===== src/bcfp_pkg.sv =====
// Shared types, character codes and the power-of-ten table for the field parser.
package bcfp_pkg;

    localparam int MANT_W  = 27;
    localparam int FDIG_W  = 3;
    localparam int CHARS_W = 4;
    localparam int SLOT_W  = 3;
    localparam int POW_W   = 24;
    localparam int QDEPTH  = 4;
    localparam int QPTR_W  = 2;
    localparam int QCNT_W  = 3;
    localparam int VALUE_W = 32;

    localparam logic [7:0] CH_NUL      = 8'h00;
    localparam logic [7:0] CH_TAB      = 8'h09;
    localparam logic [7:0] CH_CR       = 8'h0D;
    localparam logic [7:0] CH_SPACE    = 8'h20;
    localparam logic [7:0] CH_PLUS     = 8'h2B;
    localparam logic [7:0] CH_COMMA    = 8'h2C;
    localparam logic [7:0] CH_MINUS    = 8'h2D;
    localparam logic [7:0] CH_POINT    = 8'h2E;
    localparam logic [7:0] CH_ZERO     = 8'h30;
    localparam logic [7:0] CH_NINE     = 8'h39;
    localparam logic [7:0] CH_LBRACKET = 8'h5B;
    localparam logic [7:0] CH_RBRACKET = 8'h5D;

    localparam logic [SLOT_W-1:0] SLOT_THROTTLE = 3'd3;
    localparam logic [SLOT_W-1:0] SLOT_PAST     = 3'd4;
    localparam logic [FDIG_W-1:0] FDIG_MAX      = 3'd7;

    // Field parse phase, one-hot
    typedef enum logic [3:0] {
        PH_SIGN = 4'b0001,
        PH_INT  = 4'b0010,
        PH_FRAC = 4'b0100,
        PH_STOP = 4'b1000
    } phase_t;

    // One completed field handed from the front end to the converter
    typedef struct packed {
        logic [1:0]        slot;
        logic [MANT_W-1:0] mantissa;
        logic [FDIG_W-1:0] frac_digits;
        logic              negative;
        logic              record_done;
    } field_req_t;

    function automatic logic [POW_W-1:0] pow_ten(input logic [FDIG_W-1:0] n);
        logic [POW_W-1:0] p;
        case (n)
            3'd0:    p = 24'd1;
            3'd1:    p = 24'd10;
            3'd2:    p = 24'd100;
            3'd3:    p = 24'd1000;
            3'd4:    p = 24'd10000;
            3'd5:    p = 24'd100000;
            3'd6:    p = 24'd1000000;
            3'd7:    p = 24'd10000000;
            default: p = 24'd1;
        endcase
        return p;
    endfunction

endpackage


===== src/bcfp_front.sv =====
// Character front end: tracks slot and field state and issues one request per completed field.
module bcfp_front #(
    parameter int MAX_CHARS = 8
) (
    input  logic                clk,
    input  logic                rst_n,
    input  logic                accept,
    input  logic [7:0]          char_code,
    input  logic                record_start,
    input  logic                record_end,
    output logic                req_push,
    output bcfp_pkg::field_req_t req_data
);
    import bcfp_pkg::*;

    logic [SLOT_W-1:0]  slot_reg,  slot_next;
    logic [CHARS_W-1:0] chars_reg, chars_next;
    logic [MANT_W-1:0]  mant_reg,  mant_next;
    logic [FDIG_W-1:0]  fdig_reg,  fdig_next;
    logic               neg_reg,   neg_next;
    phase_t             phase_reg, phase_next;

    logic [SLOT_W-1:0]  s_slot;
    logic [CHARS_W-1:0] s_chars, f_chars;
    logic [MANT_W-1:0]  s_mant,  f_mant;
    logic [FDIG_W-1:0]  s_fdig,  f_fdig;
    logic               s_neg,   f_neg;
    phase_t             s_phase, f_phase;
    logic               is_skip, is_comma, is_digit, is_space, do_feed;
    logic               emit_comma, emit_end;
    logic [MANT_W+3:0]  mac;

    always_comb
    begin
        // record start clears slot and field before the character is used
        s_slot  = record_start ? '0 : slot_reg;
        s_chars = record_start ? '0 : chars_reg;
        s_mant  = record_start ? '0 : mant_reg;
        s_fdig  = record_start ? '0 : fdig_reg;
        s_neg   = record_start ? 1'b0 : neg_reg;
        s_phase = record_start ? PH_SIGN : phase_reg;

        is_skip  = char_code inside {CH_LBRACKET, CH_RBRACKET, CH_NUL};
        is_comma = (char_code == CH_COMMA);
        is_digit = char_code inside {[CH_ZERO:CH_NINE]};
        is_space = (char_code == CH_SPACE) || (char_code inside {[CH_TAB:CH_CR]});
        do_feed  = !is_skip && !is_comma && (s_slot < SLOT_PAST)
                   && (s_chars < CHARS_W'(MAX_CHARS));

        mac = {1'b0, s_mant, 3'b000} + {3'b000, s_mant, 1'b0}
              + {{(MANT_W){1'b0}}, char_code[3:0]};

        f_chars = s_chars;
        f_mant  = s_mant;
        f_fdig  = s_fdig;
        f_neg   = s_neg;
        f_phase = s_phase;
        if (do_feed)
        begin
            f_chars = s_chars + 1'b1;
            case (s_phase)
                PH_SIGN:
                begin
                    if (is_space)
                    begin
                        f_phase = PH_SIGN;
                    end
                    else if (char_code == CH_PLUS || char_code == CH_MINUS)
                    begin
                        f_neg   = (char_code == CH_MINUS);
                        f_phase = PH_INT;
                    end
                    else if (is_digit)
                    begin
                        f_mant  = mac[MANT_W-1:0];
                        f_phase = PH_INT;
                    end
                    else if (char_code == CH_POINT)
                    begin
                        f_phase = PH_FRAC;
                    end
                    else
                    begin
                        f_phase = PH_STOP;
                    end
                end
                PH_INT:
                begin
                    if (is_digit)
                        f_mant = mac[MANT_W-1:0];
                    else if (char_code == CH_POINT)
                        f_phase = PH_FRAC;
                    else
                        f_phase = PH_STOP;
                end
                PH_FRAC:
                begin
                    if (is_digit && s_fdig < FDIG_MAX)
                    begin
                        f_mant = mac[MANT_W-1:0];
                        f_fdig = s_fdig + 1'b1;
                    end
                    else
                    begin
                        f_phase = PH_STOP;
                    end
                end
                PH_STOP:
                begin
                    f_phase = PH_STOP;
                end
                default:
                begin
                    f_phase = PH_STOP;
                end
            endcase
        end

        emit_comma = is_comma && (s_slot < SLOT_THROTTLE);
        emit_end   = !is_comma && record_end && (f_slot_is_throttle(s_slot))
                     && (f_chars != '0);

        req_push             = accept && (emit_comma || emit_end);
        req_data.slot        = s_slot[1:0];
        req_data.mantissa    = f_mant;
        req_data.frac_digits = f_fdig;
        req_data.negative    = f_neg;
        req_data.record_done = record_end;

        if (is_comma)
        begin
            slot_next  = (s_slot < SLOT_PAST) ? s_slot + 1'b1 : s_slot;
            chars_next = '0;
            mant_next  = '0;
            fdig_next  = '0;
            neg_next   = 1'b0;
            phase_next = PH_SIGN;
        end
        else
        begin
            slot_next  = s_slot;
            chars_next = f_chars;
            mant_next  = f_mant;
            fdig_next  = f_fdig;
            neg_next   = f_neg;
            phase_next = f_phase;
        end
    end

    function automatic logic f_slot_is_throttle(input logic [SLOT_W-1:0] s);
        return s == SLOT_THROTTLE;
    endfunction

    always_ff @(posedge clk or negedge rst_n)
    begin
        if (!rst_n)
        begin
            slot_reg  <= '0;
            chars_reg <= '0;
            mant_reg  <= '0;
            fdig_reg  <= '0;
            neg_reg   <= 1'b0;
            phase_reg <= PH_SIGN;
        end
        else if (accept)
        begin
            slot_reg  <= slot_next;
            chars_reg <= chars_next;
            mant_reg  <= mant_next;
            fdig_reg  <= fdig_next;
            neg_reg   <= neg_next;
            phase_reg <= phase_next;
        end
    end

endmodule


===== src/bcfp_queue.sv =====
// Short request queue between the character front end and the converter.
module bcfp_queue (
    input  logic                clk,
    input  logic                rst_n,
    input  logic                push,
    input  bcfp_pkg::field_req_t push_data,
    input  logic                pop,
    output logic                full,
    output logic                not_empty,
    output bcfp_pkg::field_req_t head
);
    import bcfp_pkg::*;

    field_req_t         entry_reg [QDEPTH];
    logic [QPTR_W-1:0]  wr_ptr_reg, wr_ptr_next;
    logic [QPTR_W-1:0]  rd_ptr_reg, rd_ptr_next;
    logic [QCNT_W-1:0]  count_reg,  count_next;

    assign full      = (count_reg == QCNT_W'(QDEPTH));
    assign not_empty = (count_reg != '0);
    assign head      = entry_reg[rd_ptr_reg];

    always_comb
    begin
        wr_ptr_next = push ? wr_ptr_reg + 1'b1 : wr_ptr_reg;
        rd_ptr_next = pop  ? rd_ptr_reg + 1'b1 : rd_ptr_reg;
        count_next  = count_reg + QCNT_W'(push) - QCNT_W'(pop);
    end

    always_ff @(posedge clk or negedge rst_n)
    begin
        if (!rst_n)
        begin
            wr_ptr_reg <= '0;
            rd_ptr_reg <= '0;
            count_reg  <= '0;
        end
        else
        begin
            wr_ptr_reg <= wr_ptr_next;
            rd_ptr_reg <= rd_ptr_next;
            count_reg  <= count_next;
        end
    end

    always_ff @(posedge clk)
    begin
        if (push)
            entry_reg[wr_ptr_reg] <= push_data;
    end

endmodule


===== src/bcfp_back.sv =====
// Converter: bit-serial divide by a power of ten, saturate, and hold the result for the receiver.
module bcfp_back #(
    parameter int FRAC_BITS = 16
) (
    input  logic                 clk,
    input  logic                 rst_n,
    input  logic                 req_valid,
    input  bcfp_pkg::field_req_t req_data,
    output logic                 req_pop,
    output logic                 result_valid,
    input  logic                 result_ready,
    output logic [1:0]           slot,
    output logic signed [31:0]   value,
    output logic                 record_done
);
    import bcfp_pkg::*;

    localparam int DW    = MANT_W + FRAC_BITS;
    localparam int RW    = POW_W + 1;
    localparam int CNT_W = $clog2(DW);

    typedef enum logic [2:0] {
        ST_IDLE = 3'b001,
        ST_DIV  = 3'b010,
        ST_DONE = 3'b100
    } back_state_t;

    back_state_t        state_reg, state_next;
    logic [CNT_W-1:0]   cnt_reg,   cnt_next;
    logic [DW-1:0]      quo_reg,   quo_next;
    logic [RW-1:0]      rem_reg,   rem_next;
    logic [POW_W-1:0]   div_reg,   div_next;
    logic [1:0]         slot_reg,  slot_next;
    logic               neg_reg,   neg_next;
    logic               done_reg,  done_next;
    logic               ovalid_reg, ovalid_next;
    logic [1:0]         oslot_reg;
    logic [VALUE_W-1:0] ovalue_reg;
    logic               odone_reg;

    logic [RW-1:0]      rem_sh;
    logic               ge;
    logic               mag_hi;
    logic [VALUE_W-1:0] sat_value;
    logic               load_out;

    always_comb
    begin
        rem_sh = {rem_reg[RW-2:0], quo_reg[DW-1]};
        ge     = (rem_sh >= {1'b0, div_reg});
        mag_hi = |quo_reg[DW-1:VALUE_W-1];

        // saturate to the signed 32-bit range, then apply the sign
        if (neg_reg)
        begin
            if (mag_hi)
                sat_value = {1'b1, {(VALUE_W-1){1'b0}}};
            else
                sat_value = VALUE_W'(0) - quo_reg[VALUE_W-1:0];
        end
        else
        begin
            if (mag_hi)
                sat_value = {1'b0, {(VALUE_W-1){1'b1}}};
            else
                sat_value = quo_reg[VALUE_W-1:0];
        end

        state_next  = state_reg;
        cnt_next    = cnt_reg;
        quo_next    = quo_reg;
        rem_next    = rem_reg;
        div_next    = div_reg;
        slot_next   = slot_reg;
        neg_next    = neg_reg;
        done_next   = done_reg;
        req_pop     = 1'b0;
        load_out    = 1'b0;

        case (state_reg)
            ST_IDLE:
            begin
                if (req_valid)
                begin
                    req_pop    = 1'b1;
                    quo_next   = {req_data.mantissa, {(FRAC_BITS){1'b0}}};
                    rem_next   = '0;
                    div_next   = pow_ten(req_data.frac_digits);
                    slot_next  = req_data.slot;
                    neg_next   = req_data.negative;
                    done_next  = req_data.record_done;
                    cnt_next   = '0;
                    state_next = ST_DIV;
                end
            end
            ST_DIV:
            begin
                rem_next = ge ? rem_sh - {1'b0, div_reg} : rem_sh;
                quo_next = {quo_reg[DW-2:0], ge};
                cnt_next = cnt_reg + 1'b1;
                if (cnt_reg == CNT_W'(DW - 1))
                    state_next = ST_DONE;
            end
            ST_DONE:
            begin
                // hold until the output register is free
                if (!ovalid_reg || result_ready)
                begin
                    load_out   = 1'b1;
                    state_next = ST_IDLE;
                end
            end
            default:
            begin
                state_next = ST_IDLE;
            end
        endcase

        if (load_out)
            ovalid_next = 1'b1;
        else if (result_ready)
            ovalid_next = 1'b0;
        else
            ovalid_next = ovalid_reg;
    end

    always_ff @(posedge clk or negedge rst_n)
    begin
        if (!rst_n)
        begin
            state_reg  <= ST_IDLE;
            cnt_reg    <= '0;
            ovalid_reg <= 1'b0;
        end
        else
        begin
            state_reg  <= state_next;
            cnt_reg    <= cnt_next;
            ovalid_reg <= ovalid_next;
        end
    end

    always_ff @(posedge clk)
    begin
        quo_reg  <= quo_next;
        rem_reg  <= rem_next;
        div_reg  <= div_next;
        slot_reg <= slot_next;
        neg_reg  <= neg_next;
        done_reg <= done_next;
        if (load_out)
        begin
            oslot_reg  <= slot_reg;
            ovalue_reg <= sat_value;
            odone_reg  <= done_reg;
        end
    end

    assign result_valid = ovalid_reg;
    assign slot         = oslot_reg;
    assign value        = ovalue_reg;
    assign record_done  = odone_reg;

endmodule


===== src/bracket_csv_four_float_parser_core.sv =====
// Top level of the bracketed comma-separated four-field decimal parser.
//
// Usage:
//   Characters enter on the char channel (char_code, record_start, record_end
//   with char_valid / char_ready). Mark the first character of each record with
//   record_start and the last with record_end. Results leave on the result
//   channel (slot, value, record_done with result_valid / result_ready); value
//   is signed fixed point with FRAC_BITS fraction bits, rounded toward zero and
//   saturated. A comma closes slots 0 to 2; slot 3 closes on the record's last
//   character when it holds any characters.
// Flow:
//   The front end takes one character per cycle as long as the four-entry
//   request queue has room. Each completed field is converted by a shared
//   bit-serial divider (one quotient bit per cycle), which takes the next field
//   from the queue only after it has loaded the current result into the output
//   register. A burst of closely spaced fields fills the queue, and char_ready
//   drops while it is full.
// Reset:
//   rst_n clears slot and field state, empties the queue and drops
//   result_valid. When the receiver stalls, the result register holds its
//   request; the converter finishes the next field and waits behind it.
module bracket_csv_four_float_parser_core #(
    parameter int MAX_CHARS = 8,
    parameter int FRAC_BITS = 16
) (
    input  logic               clk,
    input  logic               rst_n,
    input  logic               char_valid,
    output logic               char_ready,
    input  logic [7:0]         char_code,
    input  logic               record_start,
    input  logic               record_end,
    output logic               result_valid,
    input  logic               result_ready,
    output logic [1:0]         slot,
    output logic signed [31:0] value,
    output logic               record_done
);
    import bcfp_pkg::*;

    logic       accept;
    logic       q_push;
    logic       q_pop;
    logic       q_full;
    logic       q_not_empty;
    field_req_t q_in;
    field_req_t q_head;

    // accept a character whenever the queue can take a possible request
    assign char_ready = !q_full;
    assign accept     = char_valid && char_ready;

    bcfp_front #(
        .MAX_CHARS (MAX_CHARS)
    ) u_front (
        .clk          (clk),
        .rst_n        (rst_n),
        .accept       (accept),
        .char_code    (char_code),
        .record_start (record_start),
        .record_end   (record_end),
        .req_push     (q_push),
        .req_data     (q_in)
    );

    bcfp_queue u_queue (
        .clk       (clk),
        .rst_n     (rst_n),
        .push      (q_push),
        .push_data (q_in),
        .pop       (q_pop),
        .full      (q_full),
        .not_empty (q_not_empty),
        .head      (q_head)
    );

    bcfp_back #(
        .FRAC_BITS (FRAC_BITS)
    ) u_back (
        .clk          (clk),
        .rst_n        (rst_n),
        .req_valid    (q_not_empty),
        .req_data     (q_head),
        .req_pop      (q_pop),
        .result_valid (result_valid),
        .result_ready (result_ready),
        .slot         (slot),
        .value        (value),
        .record_done  (record_done)
    );

endmodule


===== config.mk =====
export PLATFORM = sky130hd
export DESIGN_NAME = bracket_csv_four_float_parser_core
export DESIGN_NICKNAME = d
export VERILOG_FILES = /design/src/bcfp_pkg.sv /design/src/bcfp_front.sv /design/src/bcfp_queue.sv /design/src/bcfp_back.sv /design/src/bracket_csv_four_float_parser_core.sv
export SDC_FILE = /design/constraint.sdc
export NUM_CORES = 1
export LEC_CHECK = 0
export BUFFER_PORTS_ARGS = -buffer_cell sky130_fd_sc_hd__buf_2
export CORE_MARGIN = 10
export CORE_UTILIZATION = 33
export DETAILED_ROUTE_END_ITERATION = 7
export MAX_ROUTING_LAYER = met4
export SLEW_MARGIN = 10
export SYNTH_ARGS = -nofsm -noshare
export SYNTH_HDL_FRONTEND = slang
export SYNTH_SLANG_ARGS = --single-unit

===== constraint.sdc =====
create_clock -name clk -period 4.9 [get_ports clk]
set_clock_uncertainty 0.05 [all_clocks]
set_input_delay 0.49 -clock clk [delete_from_list [all_inputs] [get_ports clk]]
set_output_delay 0.49 -clock clk [all_outputs]
set_load 0.005 [all_outputs]

==> results.md, run 1 <==
* Status: finished, final reports clean
* Number of buffers added by the clock tree synthesis step at 36
* Global routing usage summed across all routing layers at 0.123
* Initial standard-cell utilization of the core at 0.334
* Die boundary height at 245 um
* Maximum ir drop on the vdd rail at 575 uV
* Avg WL per Cell at 16.6 um
* Pwr per Cell Area at 556 nW/um^2
* Highest attainable clock frequency at 0.258 GHz
* Final Cycle Share at 0.792
* Primary flip-flop cell chosen by synthesis mapping: edfxtp_1
* Filler-free cell count of the finished design at 2159
* Reg2Reg Setup Slack at 1020 ps
* Unrepaired setup endpoints after global routing: no
* DRT iter0 DRCs at 683
* Fraction of layout instances using a drive strength above 1 at 0.130
* Hold Path Class: in -> async
* Clock latency of the later-clocked register in the worst-skew pair at 530 ps
* Number of H-tree branching levels at 2
* Number of antenna violations at the first check in global routing at 0
* Worst max-slew margin expressed relative to the limit at 0.272
* Setup Total Neg Slack at 0 ps
* Slew Limit Fails at 0
* Number of rows created at floorplan at 82
* Largest fanout of any net on the critical path at 5
* CTS Root Buffer Type: clkbuf_16
* Io pins at 51
* Category of the worst setup path launch point: register
* Post-CTS clock slew at the launch and capture registers of the worst setup and hold paths at 60 ps
* CTS Buffer Depth at 3
* Class of the most critical setup path: reg -> reg
* Number of detailed-routing iterations run before antenna repair at 7
* Busiest grt layer: met2
* Met1 track demand over resource at 0.159
* Number of synthesized flops with an enable pin at 258
* HPWL Detailed at 24100 um
* Flip-flop count of the largest register after layout at 136
* Min Tclk post-route at 3880 ps
* Mean instance size in the synthesized netlist at 11.8 um^2
* Met3 Use GR at 0.0225
* # Max-Cap Violations at 0
* Pwr Total at 10.5 mW
* TritonCTS clock tree: yes
* First-pass GRT wire length at 59300 um
* Proportion of synthesized chip area in sequential cells at 0.552
* Count of unique library cells instantiated by Yosys at 80
* Placer congestion estimate at 0.899
* Die outline area at 60000 um^2
* Die W at 245 um
* Final hold slack at 117 ps
* # setup viols final at 0
* Reg-to-reg startpoint: u_front.mant_reg[0]
* Routed vias at 11000
* Residual DRC at 0
* Critical-path cell with the highest stage delay: nor3_1
* Post-synthesis register bit count at 317
* Capture point of the worst path: u_queue.entry_reg[0][28]
* CTS Hold Bufs at 0
* Crit-path most repeated cell: ha_1
* Met2 GRT Util at 0.196
* Antenna cells at 0
* Data arrival at the endpoint of the critical path at 4100 ps
* Post-Synthesis Cells at 1412
* Nature of the critical path endpoint: register
* Number of port buffers at 50
* Area grow syn2layout at 13.0%
* DP Cell Count at 2097
* Number of nets produced by synthesis at 1515
* Proportion of synthesized flip-flops having asynchronous set or reset at 0.186
* Via count of the first global-routing pass at 11100
* Final wirelength at 35900 um
* Filler cells at 4892
* Synth warn at 0
* Num Clock Sinks at 317
* Area of the mapped netlist at 16700 um^2
* Biggest cell delay along the critical path at 450 ps
* Leakage at 7.39 nW
* Std-Cell Core Area at 50100 um^2
* Post-layout nets at 1566
* CP Launch Point: u_front.mant_reg[0]
* Worst reg2reg path depth at 12
* GRT overflow at 0
* Post-cts resize count at 0
* Worst-Margin Slew at 1090 ps
* Setup repair bufs after CTS at 0
* Via density per instance at 5.12
* Maximum number of pins on one net before global-route repair at 72
* Residual antenna-violating net count after detailed routing at 0
* FF-to-FF End: u_queue.entry_reg[0][28]
* Data required, critical path at 5120 ps
* Number of hold violations in the final report at 0
* Chain of cells forming the critical path: nor2b_1 > xor2_1 > ha_1 > ha_1 > a211oi_1 > o21bai_1 > o41a_1 > nor3_1 > o21ai_1 > a31oi_1 > xnor2_1 > mux2_2
## per-stage QoR
| step | utilization | area [um^2] | setup WS [ps] |
|---|---|---|---|
| after detailed placement | 0.355 | 17800 | 583 |
| after global placement | 0.355 | 17800 | 681 |
| final | 0.377 | 18900 | 1020 |
| after global routing | 0.377 | 18900 | 663 |
| after floorplan | - | 16700 | 593 |
| after CTS | 0.377 | 18900 | 1020 |
## metal layers
layer | up-vias | share of wire
met5 | - | 0
met4 | 0 | 0.018
met3 | 52 | 0.043
met2 | 195 | 0.47
met1 | 5446 | 0.47
li1 | 5353 | -
## cell families (layout without fill, tap and decap cells)
kind of cell	after synthesis	count (layout)	synth area share
adders and majority gates	89	89	0.0680
AOI/OAI and AO/OA	283	283	0.115
xor gates and xnor gates	72	72	0.0378
muxes	57	57	0.0600
DFF	317	317	0.552
buffers and inverters	102	177	0.0239
and+or+nand+nor	492	492	0.143
## where the power goes
group	switching [mW]	total [mW]	leakage [nW]	internal, mW
registers	0.386	4.11	3.20	3.72
logic	2.30	3.84	3.67	1.54
clock network	1.08	2.54	0.530	1.46
total	3.77	10.5	7.39	6.72
## worst min-delay path by stage
stage | from | end | slack (ps)
floorplan | rst_n | u_back.cnt_reg[0] | 140
global placement | u_back.done_reg | u_back.record_done | 360
detailed placement | u_back.done_reg | u_back.record_done | 360
CTS | rst_n | u_queue.rd_ptr_reg[1] | 120
global route | record_end | u_queue.entry_reg[0][0] | 160
finish | rst_n | u_back.cnt_reg[3] | 120
## placed cells by master, fill, tap and decap left out, types with 5 or more instances in the layout
master,Yosys,final
edfxtp_1,258,258
nand2_1,183,183
nor2_1,104,101
ha_1,86,86
a21oi_1,60,59
dfrtp_1,57,56
buf_2,7,50
o21ai_0,46,46
inv_1,44,44
nor2b_1,47,43
xor2_1,40,40
clkbuf_16,0,37
mux4_2,34,34
xnor2_1,32,32
a22o_1,24,24
and2_1,23,23
nand3_1,21,21
o21ai_1,21,21
nor3_1,20,20
buf_4,0,20
or3_1,19,19
a21o_1,18,18
mux2i_1,18,18
o22ai_1,16,16
nand2b_1,15,15
a31oi_1,14,14
o31ai_1,12,12
nand4_1,12,12
nor4_1,9,9
clkbuf_1,45,9
a211oi_1,8,8
o21a_1,8,8
o211ai_1,7,7
nand3b_1,6,6
clkinv_2,0,6
or2_2,5,5
nor3b_1,5,5
o21bai_1,5,5
## area by class of cell
cell class	count	area (um^2)	area share
clock inverters	15	125	0.00663
inverters	45	169	0.00895
clock buffers	47	973	0.0516
flip-flops and latches	317	9230	0.489
multi-input cells	993	7130	0.378
well taps	672	841	0.0446
repair buffers	70	400	0.0212
## critical path, delay by kind of cell, from the launching register on
| kind | cells | cell delay, ps |
|---|---|---|
| multiplexers | 1 | 310 |
| AND/OR/NAND/NOR | 2 | 790 |
| adder cells (fa/ha/maj) | 2 | 590 |
| XOR/XNOR | 2 | 290 |
| AO/OA/AOI/OAI | 5 | 1250 |
| flip-flops | 1 | 340 |
## Yosys cell counts (all sizes together) (8+ instances only)
cell	n	share of area
xnor2	32	0.017
buf	12	0.0037
or3	21	0.0085
nor2b	47	0.018
inv	44	0.0099
edfxtp	258	0.46
o21ai	67	0.020
nand2b	15	0.0056
ha	86	0.064
o31ai	16	0.010
nand4	12	0.0045
a211oi	8	0.0036
nand3	21	0.0063
mux2i	18	0.011
dfrtp	57	0.085
nor3	21	0.0066
a31oi	14	0.0052
a21o	18	0.0081
a21oi	60	0.018
mux4	34	0.046
nand2	184	0.042
a22o	24	0.013
o22ai	16	0.0060
clkbuf	45	0.010
o21a	8	0.0036
xor2	40	0.021
and2	23	0.0086
nor4	10	0.0046
nor2	105	0.024
No activity file was read; power rests on OpenSTA's default activity.
==> run 2: changes to the inputs <==
==> constraint.sdc (replaced) <==
create_clock -name clk -period 3.6 [get_ports clk]
set_clock_uncertainty 0.05 [all_clocks]
set_input_delay 0.36 -clock clk [delete_from_list [all_inputs] [get_ports clk]]
set_output_delay 0.36 -clock clk [all_outputs]
set_load 0.005 [all_outputs]
==> run 2 against run 1 <==
Effect of this change: combinational power increased by 38%; sequential power increased by 37%; fmax increased by 14%; critical path depth unchanged; critical endpoint is now u_queue.entry_reg[1][30]; critical path type unchanged; utilization increased by 1.6 points; final cell count increased by 4.4%; largest cell class unchanged; hold slack got worse by 84 ps.
==> results.md, run 2 (same netlist as run 1, synthesis figures left out) <==
* Status: finished, final reports clean
* Critical hold path startpoint: record_end
* First-pass GRT wire length at 59600 um
* Most common library cell in the layout ignoring fill and taps: edfxtp_1
* Reg2Reg Setup Slack at 190 ps
* Num Clock Sinks at 317
* # Max-Cap Violations at 0
* Maximum ir drop on the vdd rail at 406 uV
* Number of detailed-routing iterations run before antenna repair at 5
* # setup viols final at 0
* Std-Cell Core Area at 50100 um^2
* Global routing usage summed across all routing layers at 0.125
* DR WL met3 at 1490 um
* Crit-path most repeated cell: ha_1
* Reg-to-reg startpoint: u_front.mant_reg[0]
* Critical-path cell with the highest stage delay: dfrtp_1
* HPWL Detailed at 26100 um
* Met2 Wirelength at 17100 um
* Flip-flop count of the largest register after layout at 136
* Routed vias at 11300
* Chain of cells forming the critical path: nor2b_4 > xor2_1 > ha_1 > ha_1 > a211oi_2 > o21bai_1 > o41a_1 > o31ai_2 > o31ai_1 > nor3_2 > a21oi_1 > a31o_2
* Worst max-slew margin expressed relative to the limit at 0.261
* Clock latency of the later-clocked register in the worst-skew pair at 540 ps
* Number of buffers added by the clock tree synthesis step at 36
* FF-to-FF End: u_queue.entry_reg[1][30]
* Die boundary height at 245 um
* WP buf/inv at 0
* Fraction of layout instances using a drive strength above 1 at 0.185
* Hold Path Class: in -> reg
* Biggest cell delay along the critical path at 380 ps
* Number of rows created at floorplan at 82
* Count of cells along the worst hold path at 1
* Die W at 245 um
* Class of the most critical setup path: reg -> reg
* Kind of cell adding the most delay to the critical path: compound AO/OA/AOI/OAI gates
* Avg WL per Cell at 16.2 um
* TritonCTS clock tree: yes
* Core utilization of the finished layout at 0.393
* Maximum number of pins on one net before global-route repair at 40
* Leakage at 7.89 nW
* Largest fanout of any net on the critical path at 4
* Top routing layer in use: met4
* Residual antenna-violating net count after detailed routing at 0
* CP Launch Point: u_front.mant_reg[0]
* Residual DRC at 0
* Pwr per Cell Area at 729 nW/um^2
* Hold-critical path endpoint: u_queue.entry_reg[1][0]
* Slew Limit Fails at 0
* Post-CTS clock slew at the launch and capture registers of the worst setup and hold paths at 60 ps
* Highest attainable clock frequency at 0.293 GHz
* Setup Total Neg Slack at 0 ps
* Die outline area at 60000 um^2
* Worst-Margin Slew at 1110 ps
* GRT overflow at 0
* Setup repair bufs after CTS at 0
* Number of H-tree branching levels at 2
* Category of the worst setup path launch point: register
* Via density per instance at 5.01
* Data required, critical path at 3830 ps
* Io pins at 51
* DRT iter0 DRCs at 648
* Post-Route M1 WL at 17200 um
* Initial standard-cell utilization of the core at 0.334
* Final wirelength at 36600 um
* Min Tclk post-route at 3410 ps
* Final hold slack at 33.5 ps
* Nature of the critical path endpoint: register
* Worst reg2reg path depth at 12
* Placer congestion estimate at 0.927
* Least setup slack across all paths after layout at 191 ps
* Commonest non-fill, non-tap cells in the layout: edfxtp_1 (258), nand2_1 (183), buf_4 (109)
* Final Cycle Share at 0.947
* Number of antenna violations at the first check in global routing at 1
* Placement Setup Slack at -281 ps
* Number of hold violations in the final report at 0
* Via count of the first global-routing pass at 11400
* CTS Buffer Depth at 3
* CTS Root Buffer Type: clkbuf_16
* Pwr Total at 14.3 mW
* Area grow syn2layout at 17.7%
* Number of port buffers at 50
* Data arrival at the endpoint of the critical path at 3640 ps
* Post-layout nets at 1660
## run 2: worst max-delay path by stage
stage | depth (start not counted) | endpoint
after global placement | 15 | u_queue.entry_reg[0][29]
after global routing | 13 | u_queue.entry_reg[0][30]
after floorplan | 10 | u_queue.entry_reg[0][0]
final | 12 | u_queue.entry_reg[1][30]
after CTS | 13 | u_queue.entry_reg[3][31]
after detailed placement | 14 | u_queue.entry_reg[3][31]
## run 2: what timing repair did
item / 4_1_cts / 5_1_grt
hold endpoints to repair: 29 / 0
hold buffers: 1 / 0
resized for setup: 0 / 7
setup endpoints to repair: 0 / 22
## run 2: area by class of cell
class	count	area, um^2
Timing Repair Buffer	164	1160
Clock inverter	18	108
Tap cell	672	841
Multi-Input combinational cell	993	7170
Antenna cell	1	2.50
Inverter	45	169
Sequential cell	317	9230
Fill cell	4807	30400
Clock buffer	45	976
## run 2: routing by layer
layer  up-vias  global-route usage
li1       5547                   -
met1      5505               0.159
met2       196               0.197
met3        59              0.0204
met4         0              0.0469
met5         -                   -
## run 2: stage by stage
stage | instance area, um^2 | std cells
finish | 19700 | 2255
global route | 19700 | 2255
CTS | 19600 | 2254
detailed placement | 18500 | 2190
global placement | 18500 | 2190
floorplan | 16700 | 1412
## run 2: where the power goes
part           switching, mW  internal (mW)  leakage [nW]
Clock                   1.45           1.93         0.534
Combinational           3.08           2.20          4.16
Sequential             0.599           5.05          3.20
==> run 3: changes to the inputs <==
--- a/config.mk
+++ b/config.mk
@@ -5,7 +5,9 @@
 export SDC_FILE = /design/constraint.sdc
 export NUM_CORES = 1
 export LEC_CHECK = 0
+export ABC_AREA = 1
 export BUFFER_PORTS_ARGS = -buffer_cell sky130_fd_sc_hd__buf_2
+export CORE_ASPECT_RATIO = 0.6
 export CORE_MARGIN = 10
 export CORE_UTILIZATION = 33
 export DETAILED_ROUTE_END_ITERATION = 7
==> run 3 against run 2 <==
Effect of this change: non-clock buffer count fell by 58; sequential share of layout area decreased by 1.0 points; area after synthesis is 6.0% higher; critical endpoint is now u_queue.entry_reg[3][27]; clock power is 8.3% lower; combinational power is 19% higher; critical path type unchanged; final cell count is 24% higher; cell area increased by 2.2%; synthesized cell count rose by 42%; via count rose by 24%; clock-buffer cell count is 8 lower; setup slack better by 170 ps.
==> results.md, run 3 <==
* DRT iter0 DRCs at 1228
* Number of detailed-routing iterations run before antenna repair at 5
* Area grow syn2layout at 13.4%
* Area of the mapped netlist at 17700 um^2
* Core utilization of the finished layout at 0.380
* Count of cells along the worst hold path at 4
* Global routing usage summed across all routing layers at 0.148
* Maximum number of pins on one net before global-route repair at 69
* Pwr Total at 15.1 mW
* Number of antenna violations at the first check in global routing at 0
* Post-layout nets at 2183
* Comb power frac at 0.418
* Post-synthesis register bit count at 317
* Most used standard cells in the synthesized netlist: nand2_1 (408), nor2_1 (261), edfxtp_1 (258)
* Die outline area at 63600 um^2
* FF-to-FF End: u_queue.entry_reg[3][27]
* Placement Setup Slack at 99.1 ps
* Final wirelength at 46600 um
* Reg-to-reg startpoint: u_front.mant_reg[11]
* Commonest non-fill, non-tap cells in the layout: nand2_1 (408), edfxtp_1 (258), nor2_1 (254)
* Avg WL per Cell at 16.6 um
* Placer congestion estimate at 0.934
* Maximum ir drop on the vdd rail at 510 uV
* Post-Synthesis Cells at 2002
* Initial standard-cell utilization of the core at 0.335
* Reg2Reg Setup Slack at 360 ps
* Critical-path cell with the highest stage delay: nor3_1
* Min Tclk post-route at 3240 ps
* Synth warn at 0
* Status: finished, final reports clean
* Nature of the critical path endpoint: register
* Residual antenna-violating net count after detailed routing at 0
* Proportion of synthesized flip-flops having asynchronous set or reset at 0.186
* Proportion of synthesized chip area in sequential cells at 0.521
* Via density per instance at 4.99
* CTS Buffer Depth at 3
* Pwr per Cell Area at 750 nW/um^2
* GRT overflow at 0
* Clock latency of the later-clocked register in the worst-skew pair at 570 ps
* Flip-flop count of the largest register after layout at 136
* Post-synth top area share at 0.438
* Data required, critical path at 3810 ps
* Number of synthesized flops with an enable pin at 258
* First-pass GRT wire length at 74000 um
* Residual DRC at 0
* # setup viols final at 0
* Number of port buffers at 50
* Chain of cells forming the critical path: inv_1 > nor2_1 > ha_1 > ha_1 > nand2_1 > nor2_1 > inv_1 > nor3_1 > nand3_1 > nand4_1 > nand3_1 > nand2_1 > nand2_1
* Die boundary height at 199 um
* Num Clock Sinks at 317
* Number of rows created at floorplan at 65
* Final Cycle Share at 0.900
* Fraction of layout instances using a drive strength above 1 at 0.0908
* Mean instance size in the synthesized netlist at 8.84 um^2
* Post-layout instance area at 20100 um^2
* Number of buffers added by the clock tree synthesis step at 30
* Die W at 319 um
* Most area-consuming cells after synthesis: edfxtp_1 (44%), nand2_1 (8.6%), dfrtp_1 (8.1%)
* TritonCTS clock tree: yes
* Io pins at 51
* # Max-Cap Violations at 0
* Worst reg2reg path depth at 13
* Most common library cell in the layout ignoring fill and taps: nand2_1
* Worst-Margin Slew at 1160 ps
* Post-cts resize count at 0
* Crit-path most repeated cell: nand2_1
* Number of hold violations in the final report at 0
* Setup repair bufs after CTS at 0
* Routed vias at 14000
* Largest fanout of any net on the critical path at 5
* Data arrival at the endpoint of the critical path at 3440 ps
* Slew Limit Fails at 0
* Total placed instance area at 19100 um^2
* Share of total power in the clock network at 0.207
* HPWL Detailed at 34300 um
* Hold-critical path endpoint: u_back.result_valid
* Biggest cell delay along the critical path at 390 ps
* Least setup slack across all paths after layout at 360 ps
* Hold Path Class: in -> reg
* Switching share of power at 0.410
* Cell-internal power at 8.87 mW
* Leakage at 8.58 nW
* Class of the most critical setup path: reg -> reg
* Post-CTS clock slew at the launch and capture registers of the worst setup and hold paths at 60 ps
* Highest attainable clock frequency at 0.309 GHz
* NetSw at 6.18 mW
* Top cell type by total area after synthesis: edfxtp_1
* Unrepaired setup endpoints after global routing: no
* Number of H-tree branching levels at 1
* Worst max-slew margin expressed relative to the limit at 0.225
* Std-Cell Core Area at 52800 um^2
* Critical hold path startpoint: result_ready
* Count of unique library cells instantiated by Yosys at 54
* Via count of the first global-routing pass at 13200
* Antenna cells at 0
* Most frequent cell after synthesis: nand2_1
* Category of the worst setup path launch point: register
* Primary flip-flop cell chosen by synthesis mapping: edfxtp_1
* Sequential fraction of design power at 0.376
* Number of nets produced by synthesis at 2105
* CTS Root Buffer Type: clkbuf_16
run 3: changes by cell type after synthesis, sizes merged, moves of 19 or more:
cell	change
mux4	-34
or3	-21
inv	+210
nand3	+68
nand4	+19
o21ai	+136
nor2	+160
a22o	-22
a21oi	+21
nand2	+232
nor2b	-47
run 3: metrics by stage:
step / hold WS [ps] / std cells / setup TNS (ps)
detailed placement: 378 / 2749 / 0
global route: 66.8 / 2807 / 0
finish: 58.8 / 2807 / 0
floorplan: 14.4 / 2002 / -27190
global placement: 401 / 2749 / 0
CTS: 34.8 / 2807 / 0
run 3: kinds of logic (layout without fill, tap and decap cells):
group / Yosys count / count (layout) / synth area share
fa+ha+maj: 89 / 89 / 0.0642
simple gates: 853 / 853 / 0.201
buf+inv: 315 / 417 / 0.0685
xor+xnor: 70 / 70 / 0.0346
compound gates: 358 / 358 / 0.111
flops: 317 / 317 / 0.521
run 3: routing by layer:
layer  track usage  wire length (um)
met4        0.0186               480
met1         0.229             24900
met2         0.202             18200
met3        0.0224              3070
met5             -                 0
run 3: what timing repair did:
action                                  in CTS  in global routing
hold buffers                                 2                  0
endpoints found under the hold margin       41                  0
endpoints found under the setup margin       0                  0
run 3: critical path, delay by kind of cell, from the launching register on:
kind	cells	cell delay, ps
adders and majority gates	2	650
buffers and inverters	2	170
DFF	1	320
and+or+nand+nor	9	1740
run 3: power groups by stage:
stage	registers (mW)	clock network [mW]	logic, mW
finish	5.65	3.11	6.29
global route	5.74	3.34	7.15
CTS	5.64	3.19	6.28
detailed placement	5.71	0	6.24
global placement	5.69	0	6.15
floorplan	5.58	0	4.48
run 3: how the worst max path moves through the flow:
stage                               startpoint                       end  slack (ps)  cells after the start
final                     u_front.mant_reg[11]  u_queue.entry_reg[3][27]         360                     13
after global routing      u_front.mant_reg[11]      u_front.mant_reg[22]         190                     16
after CTS                 u_front.mant_reg[11]  u_queue.entry_reg[3][27]         440                     13
after detailed placement          record_start  u_queue.entry_reg[3][27]         100                     14
after global placement            record_start  u_queue.entry_reg[3][27]         170                     14
after floorplan                   record_start   u_queue.entry_reg[2][0]        -200                     13
run 3: area by class of cell:
type	instances	area (um^2)
multi-input cells	1370	7310
clock inverters	19	156
well taps	703	880
repair buffers	106	751
clock buffers	37	798
flip-flops and latches	317	9230
inverters	255	960
fillers	5280	32700
